===== config.mk =====
export PLATFORM = sky130hd
export DESIGN_NAME = wgml_fifo
export DESIGN_NICKNAME = d
export VERILOG_FILES = /design/src/sv/wgml_pkg.sv /design/src/sv/wgml_fifo.sv
export VERILOG_INCLUDE_DIRS = /design/src /design/src/sv
export SDC_FILE = /design/constraint.sdc
export NUM_CORES = 1
export LEC_CHECK = 0
export BUFFER_PORTS_ARGS = -buffer_cell sky130_fd_sc_hd__clkbuf_2
export CAP_MARGIN = 25
export CORE_MARGIN = 4
export CORE_UTILIZATION = 60
export DETAILED_ROUTE_END_ITERATION = 10
export PLACE_DENSITY_LB_ADDON = 0.3
export SLEW_MARGIN = 0
export SYNTH_ARGS = -nofsm -noshare
export SYNTH_HDL_FRONTEND = slang
export SYNTH_SLANG_ARGS = --single-unit

===== constraint.sdc =====
create_clock -name clk_i -period 3.9 [get_ports clk_i]
set_input_delay 1.17 -clock clk_i [delete_from_list [all_inputs] [get_ports clk_i]]
set_output_delay 1.17 -clock clk_i [all_outputs]
set_load 0.05 [all_outputs]

===== src/sv/world_to_grid_map_lookup_defines.svh =====
// Assertion macros shared by the map lookup RTL.
`ifndef WORLD_TO_GRID_MAP_LOOKUP_DEFINES_SVH
`define WORLD_TO_GRID_MAP_LOOKUP_DEFINES_SVH

// Same-cycle implication, disabled in reset.
`define WGML_ASSERT_IMPL(lbl, clk, rstn, ante, cons) \
  lbl: assert property (@(posedge clk) disable iff (!rstn) (ante) |-> (cons)) \
    else $error("wgml assertion failed");

// Next-cycle implication, disabled in reset.
`define WGML_ASSERT_NEXT(lbl, clk, rstn, ante, cons) \
  lbl: assert property (@(posedge clk) disable iff (!rstn) (ante) |=> (cons)) \
    else $error("wgml assertion failed");

`endif


===== src/sv/wgml_pkg.sv =====
// Types and constants of the world-to-grid map lookup.
package wgml_pkg;

  typedef enum logic {
    OP_LOAD  = 1'b0,
    OP_QUERY = 1'b1
  } op_e;

  // Config register indexes
  localparam logic [2:0] CFG_ORIGIN_ROW = 3'd0;
  localparam logic [2:0] CFG_ORIGIN_COL = 3'd1;
  localparam logic [2:0] CFG_COS        = 3'd2;
  localparam logic [2:0] CFG_SIN        = 3'd3;
  localparam logic [2:0] CFG_MAP_ROWS   = 3'd4;
  localparam logic [2:0] CFG_MAP_COLS   = 3'd5;

  typedef struct packed {
    logic [10:0] origin_row;
    logic [10:0] origin_col;
    logic [23:0] cos_over_scale;
    logic [23:0] sin_over_scale;
    logic [11:0] map_rows;
    logic [11:0] map_cols;
  } cfg_t;

  localparam cfg_t CFG_RESET = '{
    origin_row:     11'd1088,
    origin_col:     11'd977,
    cos_over_scale: 24'd1992026,
    sin_over_scale: 24'd155027,
    map_rows:       12'd0,
    map_cols:       12'd0
  };

  // Datapath widths fixed by the field formats
  localparam int PROD_W  = 56;   // Q16.16 x Q8.16 -> Q.32
  localparam int SUM_W   = 57;
  localparam int HI_W    = SUM_W - 32;
  localparam int COORD_W = 27;   // rounded coordinate plus origin
  localparam logic [SUM_W-1:0] HALF_Q32 = 57'h0_0000_8000_0000;

  localparam logic [7:0] GREY_OUTSIDE = 8'hFF;

  // Queue between front and back
  localparam int QDEPTH = 8;
  localparam int QPTR_W = 3;
  localparam int QCNT_W = 4;

  typedef struct packed {
    logic       is_query;
    logic       write_en;
    logic       outside;
    logic [7:0] grey;
  } ctrl_t;

  localparam int CTRL_W = $bits(ctrl_t);

  typedef struct packed {
    logic              not_empty;
    logic [QCNT_W-1:0] count;
  } qstat_t;

  typedef struct packed {
    logic [1:0] inflight;
  } fstat_t;

endpackage


===== src/sv/wgml_fifo.sv =====
// Short request queue between the front pipeline and the map back end.
`include "world_to_grid_map_lookup_defines.svh"

module wgml_fifo #(
  parameter int DATA_W = 33
) (
  input  logic               clk_i,
  input  logic               rst_ni,
  input  logic               push_i,
  input  logic [DATA_W-1:0]  data_i,
  input  logic               pop_i,
  output logic [DATA_W-1:0]  data_o,
  output wgml_pkg::qstat_t   stat_o
);

  localparam int PW = wgml_pkg::QPTR_W;
  localparam int CW = wgml_pkg::QCNT_W;

  logic [DATA_W-1:0] buf_q [wgml_pkg::QDEPTH];
  logic [PW-1:0]     wr_ptr_q, wr_ptr_d, rd_ptr_q, rd_ptr_d;
  logic [CW-1:0]     count_q, count_d;

  always_comb begin
    wr_ptr_d = push_i ? wr_ptr_q + 1'b1 : wr_ptr_q;
    rd_ptr_d = pop_i  ? rd_ptr_q + 1'b1 : rd_ptr_q;
    count_d  = count_q + CW'(push_i) - CW'(pop_i);
  end

  always_ff @(posedge clk_i or negedge rst_ni) begin
    if (!rst_ni) begin
      wr_ptr_q <= '0;
      rd_ptr_q <= '0;
      count_q  <= '0;
    end else begin
      wr_ptr_q <= wr_ptr_d;
      rd_ptr_q <= rd_ptr_d;
      count_q  <= count_d;
    end
  end

  always_ff @(posedge clk_i) begin
    if (push_i) begin
      buf_q[wr_ptr_q] <= data_i;
    end
  end

  assign data_o           = buf_q[rd_ptr_q];
  assign stat_o.count     = count_q;
  assign stat_o.not_empty = (count_q != '0);

  `WGML_ASSERT_IMPL(a_no_overflow, clk_i, rst_ni, push_i, (count_q < CW'(wgml_pkg::QDEPTH)) || pop_i)
  `WGML_ASSERT_IMPL(a_no_underflow, clk_i, rst_ni, pop_i, count_q != '0)
  `WGML_ASSERT_NEXT(a_count_up, clk_i, rst_ni, push_i && !pop_i, count_q == $past(count_q) + 1'b1)

endmodule


* After elaboration in Yosys (flattened, before gate mapping)
Memories as Yosys holds them, arrays and structs flattened. Index checks and enable logic that the tools add are counted.
Word-level totals: register bits after elaboration 10, latch bits 0, RAM bits 264, bits in read-only memories 0, bits of input ports 37, output and inout port bits 38, logic and storage cells 11, memories 1
Operators by class: add/subtract/negate cells 4, $mul 0, div/mod/pow operators 0, magnitude comparators 0, equal/unequal tests 0, shift-type cells 0, multiplexer cells 2, bitwise logic cells 0, reductions and logical operators 1
Memories:
- buf_q | words 8, bits a word 33, read ports 1, clocked after memory_dff 0, write ports 1, line wgml_fifo.sv:19 | logic [DATA_W-1:0] buf_q [wgml_pkg::QDEPTH];
Operators by type and width (number):
- 3-bit by 1-bit adder with 3-bit output, second input constant | 2
- 4-bit by 1-bit adder with 4-bit output | 1
- 4-bit nonzero test | 1
- 4-bit by 1-bit subtractor with 4-bit output | 1
- 1-bit two-way mux | 2

* Longest topological paths before layout
Gate-level depths: netlist of the first run.
depth in word-level cells 2, gate-level depth with buffers 7, gate-level depth less buffers 7

* Worst setup path before layout of the first run
Ideal clock, no wire load.
path type input-to-reg, start input port push_i, end memory buf_q[0][0], enable pin, setup time 464 ps, arrival time 3537 ps, required time 3436 ps, slack -101 ps, cell stages on the path 2, path buffers 0, cells stage by stage nand2b_1 nor3_1
Between the ends: cells in the longest elaborated chain, start to end 2
RTL lines:
- start: declaration | line wgml_fifo.sv:9 | input logic push_i,
- 1-bit two-way mux | line wgml_fifo.sv:42 | if (push_i) begin
- 1-bit two-way mux (not written as such) | line wgml_fifo.sv:43 | buf_q[wr_ptr_q] <= data_i;
- end: declaration | line wgml_fifo.sv:19
No other way between the ends.

* Worst setup path in the final report of the first run
start register rd_ptr_q[2], end output port data_o[30]
Between the ends: cells in the longest elaborated chain, start to end 1
RTL lines:
- start: declaration | line wgml_fifo.sv:20 | logic [PW-1:0] wr_ptr_q, wr_ptr_d, rd_ptr_q, rd_ptr_d;
- start signal: assignment | line wgml_fifo.sv:36 | rd_ptr_q <= rd_ptr_d;
- memory 8 x 33 bit
- end: declaration | line wgml_fifo.sv:12 | output logic [DATA_W-1:0] data_o,
No other way between the ends.

==> flow_summary.toml, run 1 <==
[die]
die_area_um2 = 19800
chipWidth_um = 140.7
initial_core_util_pct = 61.11
die_h_um = 140.7
rows = 48
core_um2 = 17300
top_level_ports = 75

[layout]
area_growth_pct = 15.73
nFillCells = 1014
final_nets = 580
n_antenna_cell = 0
utilization_pct = 70.72
drive_above_1_share_pct = 42.81

[cts]
clk_latency_ns = 0.53
postCtsHoldBufs = 0
ctsHtreeMaxLevel = 1
cts_sinks = 274
cts_root_buf = "clkbuf_16"
clockBufferDepth = 3
cts_tree = "yes"
clk_pin_slew_ns = 0.06
numCtsBuffers = 27

[yosys]
synth.avg_cell_area_um2 = 24.36
syn_area_um2 = 10570
yosysWarnings = 0
ys_seq_area_share_pct = 77.37
synth_cells = 434
synthArstFlopShare_pct = 3.650
synth_ff_type = "edfxtp_1"
ys_types = 22
ys_ff_latch = 274
synth_edf_count = 264
syn-num-nets = 479

[critical_path]
rr_startpoint = "wr_ptr_q[0]"
reg2reg_to = "buf_q[7][0]"
start_kind = "register"
crit_chain = "buf_4 -> mux4_2 -> mux2_2 -> clkbuf_2"
path_buf_inv = 2
reg2regPathDepth = 3
slowest_delay_ns = 0.75
cp_max_fo = 22
critPathKind = "register to primary output"
required_ns = 2.73
crit_start = "rd_ptr_q[2]"
reg2reg_slack_ns = 1.93
worstPathArrival_ns = 2.51
crit_family = "flip-flops"
endpoint_kind = "primary output"
critPathSlowestCell = "dfrtp_2"

[sta]
period_minus_slack_ns = 3.682
maxSlewViolCount = 0
relSlewSlack_pct = 48.63
min_period_over_period_pct = 94.40
max_clock_freq_mhz = 271.6
hold_viol_final = 0
fin_skew_ns = 0.006952
grt_setup_unrepaired = "false"
fin_tns_setup_ns = 0
setup_viol = 0
worst_pin_slew_ns = 0.7688

[power_and_ir_drop]
ir_worst_vdd_mv = 0.7622
p_sw_share_pct = 35.40
p_sw_mw = 3.659
p_int_mw = 6.677
totalPowerFinal_mw = 10.34
p_comb_share_pct = 37.7
leakagePower_nw = 4.166
p_clk_share_pct = 23.6
power_density_nw_per_um2 = 844.9
p_seq_share_pct = 38.7

[grt]
grt.total_usage_pct = 19.93
grt_antenna_before_repair = 0
grt_max_degree = 35
grt_pass1_wl_mm = 29.97
grt_pass1_vias = 5056
overflow = 0

[route]
firstDrtPassIters = 4
antenna_left = 0
wl_mm = 19.17
drt_iter0_drc = 377
viasPerCell = 6.022
wire_per_inst_um = 24.55
vias = 4703
drc = 0

[placed_design]
place_congestion = 0.7178
dp_hpwl_mm = 11.05
io_buffers = 74

[run]
max-cap-violations = 0

[status]
outcome = "completed"

[hold_path]
min_path_type = "input pin to async pin"
==> flip-flops by register name, summed over array words and instances, names as in the netlist <==
register / cells
buf_q: 264
count_q: 4
wr_ptr_q: 3
rd_ptr_q: 3
==> through the flow <==
step / hold WS [ns] / setup WS [ns] / area [um^2] / instances
finish: 0.5036 / 0.2185 / 12230 / 781
global route: 0.5096 / 0.1034 / 12230 / 781
CTS: 0.4915 / 0.02953 / 12220 / 780
detailed placement: 0.5552 / 0.6120 / 11380 / 730
global placement: 0.5369 / 0.6368 / 11380 / 730
floorplan: 0.5210 / 0.7826 / 10580 / 434
==> cell usage after synthesis, drive strengths merged, types with 3 or more instances <==
cell type	n	share of area [%]
mux4	66	14
xnor2	3	0.25
nor2	6	0.21
xor2	3	0.25
nand2b	3	0.18
ha	7	0.83
inv	8	0.28
edfxtp	264	75
mux2	35	4.5
clkbuf	4	0.14
dfrtp	10	2.4
buf	15	1.3
nand2	4	0.14
==> power groups by stage <==
stage,sequential [mW],combinational (mW),clock [mW]
2_1_floorplan,3.95,3.12,0
3_3_place_gp,4.06,3.82,0
3_5_place_dp,4.10,3.89,0
4_1_cts,4.04,3.90,2.48
5_1_grt,4.05,4.11,2.63
6_report,4.00,3.90,2.44
==> layout make-up <==
type | instances | area [um^2] | share of cell area, %
tap | 225 | 281.5 | 2.301
multi-input combinational | 133 | 2278 | 18.63
timing repair buffer | 91 | 618.1 | 5.053
sequential | 274 | 8184 | 66.90
clock buffer | 36 | 709.4 | 5.799
inverter | 8 | 30.03 | 0.2455
clock inverter | 14 | 131.4 | 1.074
==> cell families after synthesis <==
logic type | share of synthesized area [%]
mux | 18.61
fa+ha+maj | 1.018
xor+xnor | 0.4972
buf+inv | 1.716
flops | 77.37
compound gates | 0.1184
simple gates | 0.6746
==> worst max path at each step <==
stage / end / slack [ns] / depth (start not counted)
3_3_place_gp: data_o[12] / 0.64 / 4
3_5_place_dp: data_o[8] / 0.61 / 4
6_report: data_o[30] / 0.22 / 4
2_1_floorplan: buf_q[4][0] / 0.78 / 2
5_1_grt: data_o[28] / 0.10 / 4
4_1_cts: data_o[8] / 0.03 / 4
==> cell usage in the layout, fill, tap and decap left out <==
cell type | synthesis | final
edfxtp_1 | 264 | 264
clkbuf_2 | 0 | 74
mux4_2 | 66 | 66
clkbuf_16 | 0 | 27
mux2_4 | 23 | 23
mux2_2 | 12 | 12
clkbuf_1 | 4 | 9
buf_12 | 4 | 9
inv_1 | 8 | 8
ha_1 | 7 | 7
dfrtp_1 | 10 | 7
buf_4 | 0 | 7
nor2_4 | 0 | 6
clkinv_1 | 0 | 6
nand2_1 | 4 | 4
clkinv_2 | 0 | 4
xnor2_1 | 3 | 3
xor2_1 | 3 | 3
nand2b_1 | 3 | 3
nor3_4 | 0 | 2
bufinv_16 | 0 | 2
dfrtp_2 | 0 | 2
a21o_1 | 1 | 1
a21oi_1 | 1 | 1
nand3_1 | 1 | 1
fa_1 | 1 | 1
inv_16 | 0 | 1
inv_6 | 0 | 1
dfrtp_4 | 0 | 1
buf_8 | 0 | 1
==> per-layer routing <==
layer	global-route usage (%)	vias up	wire (um)	share of wire [%]
li1	-	2029	-	-
met1	28.66	2479	7725	40
met2	33.24	169	10040	52
met3	3.324	26	1146	6.0
met4	4.029	0	257	1.3
met5	0	-	0	0
==> timing repair <==
action,CTS,global route
setup buffers,0,1
gates resized for setup,0,0
setup endpoints to repair,0,20
(Power assumes the default switching activity.)
==> run 2: changes to the inputs <==
SETUP_SLACK_MARGIN = 0.4   (was unset)
==> run 2 against run 1 <==
Clock-buffer cell count is the same. Worst hold slack lost 0.0042 ns. Flip-flop and latch count is the same. Register-to-register slack is essentially flat. Total power grew 2.6%. Sequential power shrank 1%. Largest cell class unchanged. Highest routed layer unchanged.
==> flow_summary.toml, run 2 (same netlist as run 1, synthesis figures left out) <==
[die]
die_area_um2 = 19800
core_um2 = 17300
rows = 48
top_level_ports = 75
initial_core_util_pct = 61.11
chipWidth_um = 140.7
die_h_um = 140.7

[critical_path]
rr_startpoint = "wr_ptr_q[0]"
reg2reg_to = "buf_q[3][31]"
reg2regPathDepth = 3
critPathKind = "register to primary output"
reg2reg_slack_ns = 1.92
cp_max_fo = 11
worstPathArrival_ns = 2.30
endpoint_kind = "primary output"
start_kind = "register"
required_ns = 2.73

[layout]
reg_top3 = "buf_q (264), count_q (4)"
final_nets = 588
largest-register = "buf_q"
mostFrequentLayoutCells = "edfxtp_1 (264), mux4_2 (66), clkbuf_2 (41)"
n_antenna_cell = 0
largest_reg_flops = 264
layout_commonest_cell = "edfxtp_1"
design_area_um2 = 12400
utilization_pct = 71.72
area_growth_pct = 17.35
drive_above_1_share_pct = 43.62

[power_and_ir_drop]
p_int_mw = 6.891
totalPowerFinal_mw = 10.61
ir_worst_vdd_mv = 0.7630
p_sw_mw = 3.714
p_clk_share_pct = 23.1
leakagePower_nw = 4.238
p_comb_share_pct = 39.7
p_seq_share_pct = 37.2
power_density_nw_per_um2 = 855.0
p_sw_share_pct = 35.02

[grt]
top_usage_layer = "met2"
grt_max_degree = 35
grt_pass1_vias = 5094
grt_pass1_wl_mm = 30.22
grt.total_usage_pct = 20.13
grt_use_met3_pct = 3.324
overflow = 0
grt_antenna_before_repair = 0
grt_use_met2_pct = 33.77
met1_usage_pct = 28.68

[cts]
cts_sinks = 274
clk_latency_ns = 0.53
clockBufferDepth = 3
cts_tree = "yes"
cts_root_buf = "clkbuf_16"
ctsHtreeMaxLevel = 1
clk_pin_slew_ns = 0.06
numCtsBuffers = 27

[sta]
fin_tns_setup_ns = 0
setup_viol = 0
period_minus_slack_ns = 3.470
grt_setup_unrepaired = "true"
max_clock_freq_mhz = 288.2
hold_slack_ns = 0.4994
relSlewSlack_pct = 47.99
min_period_over_period_pct = 88.98
hold_viol_final = 0
fin_skew_ns = 0.009120
maxSlewViolCount = 0
worst_pin_slew_ns = 0.7783

[placed_design]
io_buffers = 74
placed_cell_area_um2 = 11380
dp_hpwl_mm = 11.05
place_congestion = 0.7178

[route]
wire_per_inst_um = 25.02
firstDrtPassIters = 4
drc = 0
drt_iter0_drc = 451
vias = 4700
antenna_left = 0
viasPerCell = 5.957
wl_mm = 19.74

[run]
max-cap-violations = 0

[hold_path]
min_path_type = "input pin to async pin"

[status]
outcome = "completed"
-- run 2: final cells by class --
class / instances / area, um^2
Clock inverter: 14 / 131.4
Fill cell: 988 / 4892
Multi-Input combinational cell: 133 / 2278
Inverter: 8 / 30.03
Clock buffer: 36 / 709.4
Tap cell: 225 / 281.5
Timing Repair Buffer: 99 / 787.0
Sequential cell: 274 / 8187
-- run 2: metal layers --
metal	vias up	part of all wire, %
met1	2431	39
met5	-	0
met3	26	8.1
li1	2050	-
met2	193	52
met4	0	1.3
-- run 2: worst max path at each step --
stage	start	endpoint	slack, ns	cells after the start
3_3_place_gp	rd_ptr_q[0]	data_o[12]	0.64	4
4_1_cts	rd_ptr_q[0]	data_o[8]	0.34	4
6_report	rd_ptr_q[0]	data_o[8]	0.43	5
2_1_floorplan	push_i	buf_q[4][0]	0.78	2
5_1_grt	rd_ptr_q[0]	data_o[8]	0.37	5
3_5_place_dp	rd_ptr_q[0]	data_o[8]	0.61	4
-- run 2: through the flow --
step                      std cells  setup WS, ns
after CTS                       784        0.3377
final                           789        0.4299
after detailed placement        730        0.6120
after global routing            789        0.3712
after global placement          730        0.6368
after floorplan                 434        0.7826
-- run 2: power groups by stage --
stage / Clock, mW / Sequential (mW) / Combinational (mW)
final: 2.45 / 3.95 / 4.21
after global routing: 2.63 / 3.99 / 4.44
after CTS: 2.48 / 3.97 / 4.07
after detailed placement: 0 / 4.10 / 3.89
after global placement: 0 / 4.06 / 3.82
after floorplan: 0 / 3.95 / 3.12
-- run 2: worst max-delay path: stages, from the launching register on --
cell and delay [ns]:
dfrtp_4 0.42, buf_12 0.16, buf_16 0.16, mux4_2 0.50, mux2_4 0.30, buf_2 0.22
-- run 2: repair_timing --
action | CTS | global route
hold buffers | 0 | 0
gates resized for setup | 7 | 53
endpoints found under the setup margin | 33 | 32
cloned | 0 | 3
buffers inserted | 4 | 2
